$ cat src/rtl/pwrseq_pkg.sv
// shared types and constants for the power sequencer with sleep
package pwrseq_pkg;

    localparam int CFG_W       = 16;
    localparam int BLINK_W     = 9;
    localparam int ADDR_W      = 4;
    localparam int DATA_W      = 32;
    localparam int S_TDATA_W   = 8;
    localparam int M_TDATA_W   = 8;
    localparam int RESULT_W    = 6;

    localparam logic [CFG_W-1:0]   RST_ON_DELAY         = 16'd6000;
    localparam logic [CFG_W-1:0]   RST_OFF_DELAY        = 16'd30000;
    localparam logic [CFG_W-1:0]   RST_SLEEP_IDLE_TIME  = 16'd6000;
    localparam logic [CFG_W-1:0]   RST_DEBOUNCE_TIME    = 16'd500;
    localparam logic [CFG_W-1:0]   IDLE_MAX             = 16'hFFFF;
    localparam logic [BLINK_W-1:0] BLINK_HALF           = 9'd150;
    localparam logic [BLINK_W-1:0] BLINK_LAST           = 9'd299;

    typedef enum logic [1:0] {
        REG_ON_DELAY         = 2'd0,
        REG_OFF_DELAY        = 2'd1,
        REG_SLEEP_IDLE_TIME  = 2'd2,
        REG_DEBOUNCE_TIME    = 2'd3
    } reg_index_t;

    typedef struct packed {
        logic [CFG_W-1:0] on_delay;
        logic [CFG_W-1:0] off_delay;
        logic [CFG_W-1:0] sleep_idle_time;
        logic [CFG_W-1:0] debounce_time;
    } cfg_t;

    typedef struct packed {
        logic               on_request;
        logic [CFG_W-1:0]   debounce_left;
        logic               relay_level;
        logic               target_level;
        logic               pending_flag;
        logic [CFG_W-1:0]   change_left;
        logic [CFG_W-1:0]   idle_ticks;
        logic               sleeping;
        logic [BLINK_W-1:0] blink_count;
        logic               shutdown_level;
    } seq_state_t;

    localparam seq_state_t STATE_RESET = '{
        on_request:     1'b1,
        debounce_left:  '0,
        relay_level:    1'b0,
        target_level:   1'b0,
        pending_flag:   1'b0,
        change_left:    '0,
        idle_ticks:     '0,
        sleeping:       1'b0,
        blink_count:    '0,
        shutdown_level: 1'b0
    };

    typedef struct packed {
        logic system_up;
        logic button_edge;
        logic alarm_edge;
    } tick_t;

    // packed msb first, so relay_on lands in bit 0
    typedef struct packed {
        logic shutdown_aborted;
        logic change_pending;
        logic sleep_request;
        logic led;
        logic shutdown_request;
        logic relay_on;
    } result_t;

endpackage

$ cat src/rtl/pwrseq_core.sv
// next-state and result logic for one millisecond tick
module pwrseq_core
    import pwrseq_pkg::*;
(
    input  seq_state_t state_cur,
    input  tick_t      tick,
    input  cfg_t       cfg,
    output seq_state_t state_next,
    output result_t    result
);

    logic sleep_pulse;
    logic abort_pulse;
    logic idle_reset;
    logic wanted;

    always_comb begin
        state_next  = state_cur;
        sleep_pulse = 1'b0;
        abort_pulse = 1'b0;
        idle_reset  = 1'b0;
        wanted      = 1'b0;

        if (state_cur.sleeping) begin
            if (tick.alarm_edge) begin
                state_next.on_request = 1'b1;
                state_next.sleeping   = 1'b0;
                state_next.idle_ticks = '0;
            end
        end else begin
            // debounce window
            if (tick.button_edge && state_cur.debounce_left == '0) begin
                state_next.on_request    = ~state_cur.on_request;
                state_next.debounce_left = cfg.debounce_time;
            end else if (state_cur.debounce_left != '0) begin
                state_next.debounce_left = state_cur.debounce_left - 1'b1;
            end

            wanted = tick.system_up | state_next.on_request;

            if (state_cur.pending_flag) begin
                if (state_cur.change_left == '0) begin
                    if (!state_cur.target_level && tick.system_up) begin
                        abort_pulse = 1'b1;
                    end else begin
                        state_next.relay_level = state_cur.target_level;
                        state_next.idle_ticks  = '0;
                        idle_reset             = 1'b1;
                    end
                    state_next.pending_flag = 1'b0;
                end else begin
                    state_next.change_left = state_cur.change_left - 1'b1;
                    state_next.blink_count = (state_cur.blink_count == BLINK_LAST) ?
                        '0 : state_cur.blink_count + 1'b1;
                end
            end else if (state_cur.relay_level != wanted) begin
                if (wanted) begin
                    state_next.change_left    = cfg.on_delay;
                    state_next.shutdown_level = 1'b0;
                end else begin
                    state_next.change_left    = cfg.off_delay;
                    state_next.shutdown_level = 1'b1;
                end
                state_next.target_level = wanted;
                state_next.pending_flag = 1'b1;
                state_next.blink_count  = '0;
            end else begin
                state_next.shutdown_level = 1'b0;
                if (!wanted && state_cur.idle_ticks >= cfg.sleep_idle_time) begin
                    sleep_pulse           = 1'b1;
                    state_next.sleeping   = 1'b1;
                    state_next.idle_ticks = '0;
                    idle_reset            = 1'b1;
                end
            end

            if (!idle_reset && state_cur.idle_ticks != IDLE_MAX) begin
                state_next.idle_ticks = state_cur.idle_ticks + 1'b1;
            end
        end
    end

    always_comb begin
        result.relay_on         = state_next.relay_level;
        result.shutdown_request = state_next.shutdown_level;
        result.led              = state_next.pending_flag ?
                                  (state_next.blink_count >= BLINK_HALF) :
                                  ~state_next.relay_level;
        result.sleep_request    = sleep_pulse;
        result.change_pending   = state_next.pending_flag;
        result.shutdown_aborted = abort_pulse;
    end

endmodule

$ cat src/rtl/power_sequencer_with_sleep_core.sv
// a tick's result is registered into the output register, or the skid entry when full
// one tick per cycle while s_tready is high; a single register pass updates all counters
// a two-entry output stage (register plus skid) keeps s_tready high while one result waits
// reset: synchronous active-low aresetn restores registers to defaults, state to power-on
// values and empties the output stage; no clearing pass
module power_sequencer_with_sleep_core
    import pwrseq_pkg::*;
(
    input  logic                 aclk,
    input  logic                 aresetn,
    // configuration
    input  logic                 psel,
    input  logic                 penable,
    input  logic                 pwrite,
    input  logic [ADDR_W-1:0]    paddr,
    input  logic [DATA_W-1:0]    pwdata,
    output logic [DATA_W-1:0]    prdata,
    output logic                 pready,
    // tick input
    input  logic                 s_tvalid,
    output logic                 s_tready,
    input  logic [S_TDATA_W-1:0] s_tdata,  // system_up, button_edge, alarm_edge, zero pad
    // result output
    output logic                 m_tvalid,
    input  logic                 m_tready,
    output logic [M_TDATA_W-1:0] m_tdata   // relay_on, shutdown_request, led,
                                           // sleep_request, change_pending,
                                           // shutdown_aborted, zero pad
);

    cfg_t       cfg_reg;
    seq_state_t state_reg;
    seq_state_t state_next;
    tick_t      tick;
    result_t    result;
    result_t    out_reg;
    result_t    skid_reg;
    logic       out_valid_reg;
    logic       skid_valid_reg;
    logic       cfg_write;
    reg_index_t cfg_index;
    logic       in_fire;
    logic       out_fire;

    assign pready    = 1'b1;
    assign cfg_write = psel && penable && pwrite && pready;
    assign cfg_index = reg_index_t'(paddr[ADDR_W-1:2]);

    always_ff @(posedge aclk) begin
        if (!aresetn) begin
            cfg_reg.on_delay         <= RST_ON_DELAY;
            cfg_reg.off_delay        <= RST_OFF_DELAY;
            cfg_reg.sleep_idle_time  <= RST_SLEEP_IDLE_TIME;
            cfg_reg.debounce_time    <= RST_DEBOUNCE_TIME;
        end else if (cfg_write) begin
            unique case (cfg_index)
                REG_ON_DELAY:         cfg_reg.on_delay         <= pwdata[CFG_W-1:0];
                REG_OFF_DELAY:        cfg_reg.off_delay        <= pwdata[CFG_W-1:0];
                REG_SLEEP_IDLE_TIME:  cfg_reg.sleep_idle_time  <= pwdata[CFG_W-1:0];
                REG_DEBOUNCE_TIME:    cfg_reg.debounce_time    <= pwdata[CFG_W-1:0];
                default: ;
            endcase
        end
    end

    always_comb begin
        unique case (cfg_index)
            REG_ON_DELAY:         prdata = {{(DATA_W-CFG_W){1'b0}}, cfg_reg.on_delay};
            REG_OFF_DELAY:        prdata = {{(DATA_W-CFG_W){1'b0}}, cfg_reg.off_delay};
            REG_SLEEP_IDLE_TIME:  prdata = {{(DATA_W-CFG_W){1'b0}}, cfg_reg.sleep_idle_time};
            REG_DEBOUNCE_TIME:    prdata = {{(DATA_W-CFG_W){1'b0}}, cfg_reg.debounce_time};
            default:              prdata = '0;
        endcase
    end

    assign tick.system_up   = s_tdata[0];
    assign tick.button_edge = s_tdata[1];
    assign tick.alarm_edge  = s_tdata[2];

    pwrseq_core u_core (
        .state_cur  (state_reg),
        .tick       (tick),
        .cfg        (cfg_reg),
        .state_next (state_next),
        .result     (result)
    );

    assign s_tready = !skid_valid_reg;
    assign in_fire  = s_tvalid && s_tready;
    assign out_fire = out_valid_reg && m_tready;

    always_ff @(posedge aclk) begin
        if (!aresetn) begin
            state_reg <= STATE_RESET;
        end else if (in_fire) begin
            state_reg <= state_next;
        end
    end

    // output register with skid entry
    always_ff @(posedge aclk) begin
        if (!aresetn) begin
            out_valid_reg  <= 1'b0;
            skid_valid_reg <= 1'b0;
        end else if (in_fire) begin
            if (!out_valid_reg || out_fire) begin
                out_valid_reg <= 1'b1;
            end else begin
                skid_valid_reg <= 1'b1;
            end
        end else if (out_fire) begin
            if (skid_valid_reg) begin
                skid_valid_reg <= 1'b0;
            end else begin
                out_valid_reg <= 1'b0;
            end
        end
    end

    always_ff @(posedge aclk) begin
        if (in_fire) begin
            if (!out_valid_reg || out_fire) begin
                out_reg <= result;
            end else begin
                skid_reg <= result;
            end
        end else if (out_fire && skid_valid_reg) begin
            out_reg <= skid_reg;
        end
    end

    assign m_tvalid = out_valid_reg;
    assign m_tdata  = {{(M_TDATA_W-RESULT_W){1'b0}}, out_reg};

endmodule
$ cat config.mk
export PLATFORM = sky130hd
export DESIGN_NAME = power_sequencer_with_sleep_core
export DESIGN_NICKNAME = d
export VERILOG_FILES = /design/src/rtl/pwrseq_pkg.sv /design/src/rtl/pwrseq_core.sv /design/src/rtl/power_sequencer_with_sleep_core.sv
export SDC_FILE = /design/constraint.sdc
export NUM_CORES = 1
export LEC_CHECK = 0
export BUFFER_PORTS_ARGS = -buffer_cell sky130_fd_sc_hd__clkbuf_2
export CORE_MARGIN = 2
export CORE_UTILIZATION = 45
export DETAILED_ROUTE_END_ITERATION = 10
export PLACE_DENSITY = 0.67
export SYNTH_ARGS = -nofsm -noshare
export SYNTH_HDL_FRONTEND = slang
export SYNTH_SLANG_ARGS = --single-unit
$ cat constraint.sdc
create_clock -name aclk -period 3.2 [get_ports aclk]
set_input_delay 0.32 -clock aclk [delete_from_list [all_inputs] [get_ports aclk]]
set_output_delay 0.32 -clock aclk [all_outputs]
set_load 0.005 [all_outputs]
==> reports/metrics.yaml <==
sta:
  clock-skew-final_ps: 12.2
  hold_viol_final: 0
  period_share: 0.975
  max_freq_mhz: 321
  timing.final.max_slew_violations: 0
  report.final.setup_viol: 0
  max_slew.worst_pin.slew_ps: 1090
  relative_slew_margins: 0.268
  min_period_ps: 3120
  grt_setup_unrepaired: "yes"
critical_path:
  critPathRequiredTime_ps: 3540
  critPathCaptureType: "flip-flop"
  timing.critical_path.arrival_ps: 3460
  crit-reg2reg-launch: "state_reg[56]$_SDFFE_PN0P_"
  timing.critical_path.fanout_max: 8
  critical_path_class: "reg2reg"
  path_cells: "nor4_1, and4_4, a21oi_4, or3_4, clkinvlp_4, ha_4, nand2b_4, buf_6, nor2_1, o21ai_1, nor2_2, o32ai_4, o21ai_4, buf_12, o221ai_1"
  cp_top_family: "simple AND/OR/NAND/NOR gates"
  critical_path.slowest_cell: "sky130_fd_sc_hd__nor4_1"
  critical_path.startpoint_type: "flip-flop"
  worst-path-buf-inv: 3
  cpPeakStageDelay_ps: 400
  critical_path.startpoint: "state_reg[56]$_SDFFE_PN0P_"
detailed_routing:
  via_per_inst: 5.83
  drt_pre_antenna_iters: 5
  wl_per_cell_um: 17.6
  remaining_drc_errors: 0
  final_wirelength_um: 23100
  initial_drt_markers: 692
  antenna_left: 0
  vias: 7636
floorplanning:
  die_w_um: 137
  starting_density_of_the_core: 0.459
  die-area_mm2: 0.0187
  io_pins: 94
  core_region_area_mm2: 0.0172
  num_rows: 48
  die_h_um: 137
synth:
  synth.area.top_cells: "sky130_fd_sc_hd__dfxtp_1, sky130_fd_sc_hd__nand2_1, sky130_fd_sc_hd__a21oi_1, sky130_fd_sc_hd__edfxtp_1, sky130_fd_sc_hd__mux4_2"
  synth.yosys.seq_area_share: 0.372
  netlist.area_leader.share: 0.326
  ys_dominant_reg_cell: "sky130_fd_sc_hd__dfxtp_1"
  ys_async_sr_fraction: 0
  syn-mean-instance-area_um2: 7.94
  synth.cell_area_mm2: 0.00791
  yosys_register_bits: 141
  netlist-cell-type-count: 67
  synth_edf_count: 12
  syn-instance-count: 996
  synthesis.yosys.warnings: 0
  netlist.top_cell.by_area: "sky130_fd_sc_hd__dfxtp_1"
global_route:
  grt_start_max_net_pins: 55
  number_of_global_route_vias_before_repair: 6914
  first_pass_grt_wire_length_um: 36000
  grt_total_ovfl: 0
  grtUsageTotal: 0.246
  antenna_found_initial: 1
clock_tree:
  clock_tree.root_cell: "sky130_fd_sc_hd__clkbuf_16"
  tritoncts: "built"
  clkSinkCount: 141
  tritoncts_buffer_count: 17
  cts.reportedPaths.clkPinSlew_ps: 60
  cts.hold.buffers_added: 0
  clock_tree.buffer_depth: 2
  cts_htree_levels: 4
  clk-insertion-delay-late_ps: 420
power:
  ir_worst_vdd_mv: 0.462
  power_leakage_nw: 3.70
  power_density_mw_per_mm2: 802
layout:
  flow.area_growth_from_synthesis_pct: 19.2
  insertedDiodeCount: 0
  design.final.nets: 1145
  stdcell_count: 1310
  drive_gt1_frac: 0.206
  most_common_library_cell_in_the_layout_ignoring_fill_and_taps: "sky130_fd_sc_hd__nand2_1"
  largest_register_ffs: 64
  most-common-layout-cells: "sky130_fd_sc_hd__nand2_1, sky130_fd_sc_hd__dfxtp_1, sky130_fd_sc_hd__a21oi_1"
  final_area_mm2: 0.00943
job:
  max-cap-violations: 0
placement:
  gpl.final_weighted_congestion: 0.885
  port_buffers: 51
  dp_cells: 1271
  postPlaceCellArea_mm2: 0.00861
  hpwlAfterDp_um: 15700
hold_path:
  holdCritPathClass: "in2reg"
  hold_path_startpoint: "m_tready"
run_status:
  status: "complete, no violations"
==> per-stage QoR <==
step,hold slack (ps),setup slack (ps),TNS (ps),utilization,total power [mW]
detailed placement,461,-160,-2010,0.499,5.41
finish,97.8,80.3,0,0.547,7.57
global placement,454,-45.2,-292,0.499,5.37
floorplan,420,1.40,0,-,4.35
CTS,89.6,25.7,0,0.535,7.36
global route,91.8,-59.0,-643,0.547,8.05
==> layout make-up <==
| class | instances | area, um^2 |
|---|---|---|
| clock buffers | 20 | 447 |
| clock inverters | 12 | 116 |
| fillers | 1596 | 7800 |
| inverters | 48 | 184 |
| multi-input cells | 749 | 4690 |
| flip-flops and latches | 141 | 2950 |
| well taps | 225 | 282 |
| repair buffers | 115 | 769 |
==> cells in the mapped netlist, types with 4 or more instances <==
cell type / number
sky130_fd_sc_hd__a21oi_1: 92
sky130_fd_sc_hd__or3_1: 11
sky130_fd_sc_hd__buf_4: 19
sky130_fd_sc_hd__a221oi_1: 10
sky130_fd_sc_hd__o21a_1: 4
sky130_fd_sc_hd__dfxtp_1: 129
sky130_fd_sc_hd__edfxtp_1: 12
sky130_fd_sc_hd__nor2b_1: 5
sky130_fd_sc_hd__buf_2: 7
sky130_fd_sc_hd__o21ai_0: 59
sky130_fd_sc_hd__mux4_2: 16
sky130_fd_sc_hd__or4_1: 10
sky130_fd_sc_hd__nand2_1: 177
sky130_fd_sc_hd__a211oi_1: 10
sky130_fd_sc_hd__ha_1: 22
sky130_fd_sc_hd__and4_1: 4
sky130_fd_sc_hd__and2_1: 6
sky130_fd_sc_hd__mux2_2: 12
sky130_fd_sc_hd__nand2b_1: 5
sky130_fd_sc_hd__o211a_1: 4
sky130_fd_sc_hd__mux2i_1: 6
sky130_fd_sc_hd__nand3_1: 45
sky130_fd_sc_hd__nand3b_1: 6
sky130_fd_sc_hd__nor2_1: 72
sky130_fd_sc_hd__a31oi_1: 12
sky130_fd_sc_hd__nor4_1: 13
sky130_fd_sc_hd__and3_1: 8
sky130_fd_sc_hd__nor3_1: 24
sky130_fd_sc_hd__inv_1: 47
sky130_fd_sc_hd__o221ai_1: 9
sky130_fd_sc_hd__o211ai_1: 20
sky130_fd_sc_hd__nand4_1: 19
sky130_fd_sc_hd__clkbuf_1: 48
==> power by group <==
part | internal, mW | switching, mW
Clock | 1.09 | 0.796
Combinational | 1.49 | 1.81
Sequential | 2.06 | 0.318
==> final timing paths <==
| kind | to | slack [ps] | depth (start not counted) |
|---|---|---|---|
| setup / recovery | state_reg[17]$_SDFFE_PN0P_ | 80 | 15 |
| hold / removal | skid_valid_reg$_SDFFE_PN0P_ | 100 | 2 |
| setup reg to reg | state_reg[17]$_SDFFE_PN0P_ | 80 | 15 |
| hold reg to reg | cfg_reg[19]$_SDFFE_PN0P_ | 470 | 2 |
==> logic make-up (layout without fill, tap and decap cells) <==
family                   count (synthesis)  after routing  share of synthesized area
flip-flops                             141            141                      0.372
other                                    2             19                   0.000949
adder cells (fa/ha/maj)                 22             22                     0.0348
multiplexers                            35             35                     0.0716
XOR/XNOR                                 2              2                    0.00221
AND/OR/NAND/NOR                        422            422                      0.255
buffers and inverters                  124            195                     0.0689
AO/OA/AOI/OAI                          248            249                      0.194
==> per-layer routing <==
layer  wire length [um]  track usage  up-vias  part of all wire
met4                667        0.100        2             0.029
met5                  8            0        -           0.00035
li1                   -            -     3725                 -
met1              10400        0.337     3625              0.45
met2              10700        0.385      247              0.46
met3               1300       0.0426       37             0.056
==> worst register-to-register path, stage by stage, from the launching register on <==
cell	delay (ps)
sky130_fd_sc_hd__dfxtp_1	340
sky130_fd_sc_hd__nor4_1	400
sky130_fd_sc_hd__and4_4	310
sky130_fd_sc_hd__a21oi_4	60
sky130_fd_sc_hd__or3_4	350
sky130_fd_sc_hd__clkinvlp_4	110
sky130_fd_sc_hd__ha_4	220
sky130_fd_sc_hd__nand2b_4	80
sky130_fd_sc_hd__buf_6	100
sky130_fd_sc_hd__nor2_1	30
sky130_fd_sc_hd__o21ai_1	110
sky130_fd_sc_hd__nor2_2	90
sky130_fd_sc_hd__o32ai_4	360
sky130_fd_sc_hd__o21ai_4	110
sky130_fd_sc_hd__buf_12	180
sky130_fd_sc_hd__o221ai_1	170
==> what timing repair did <==
| action | 4_1_cts | 5_1_grt |
|---|---|---|
| gates cloned | 0 | 2 |
| resized for setup | 7 | 36 |
| pin swaps | 2 | 19 |
| endpoints found under the setup margin | 21 | 35 |
| setup buffers | 1 | 4 |
No activity file was read; power rests on OpenSTA's default activity.
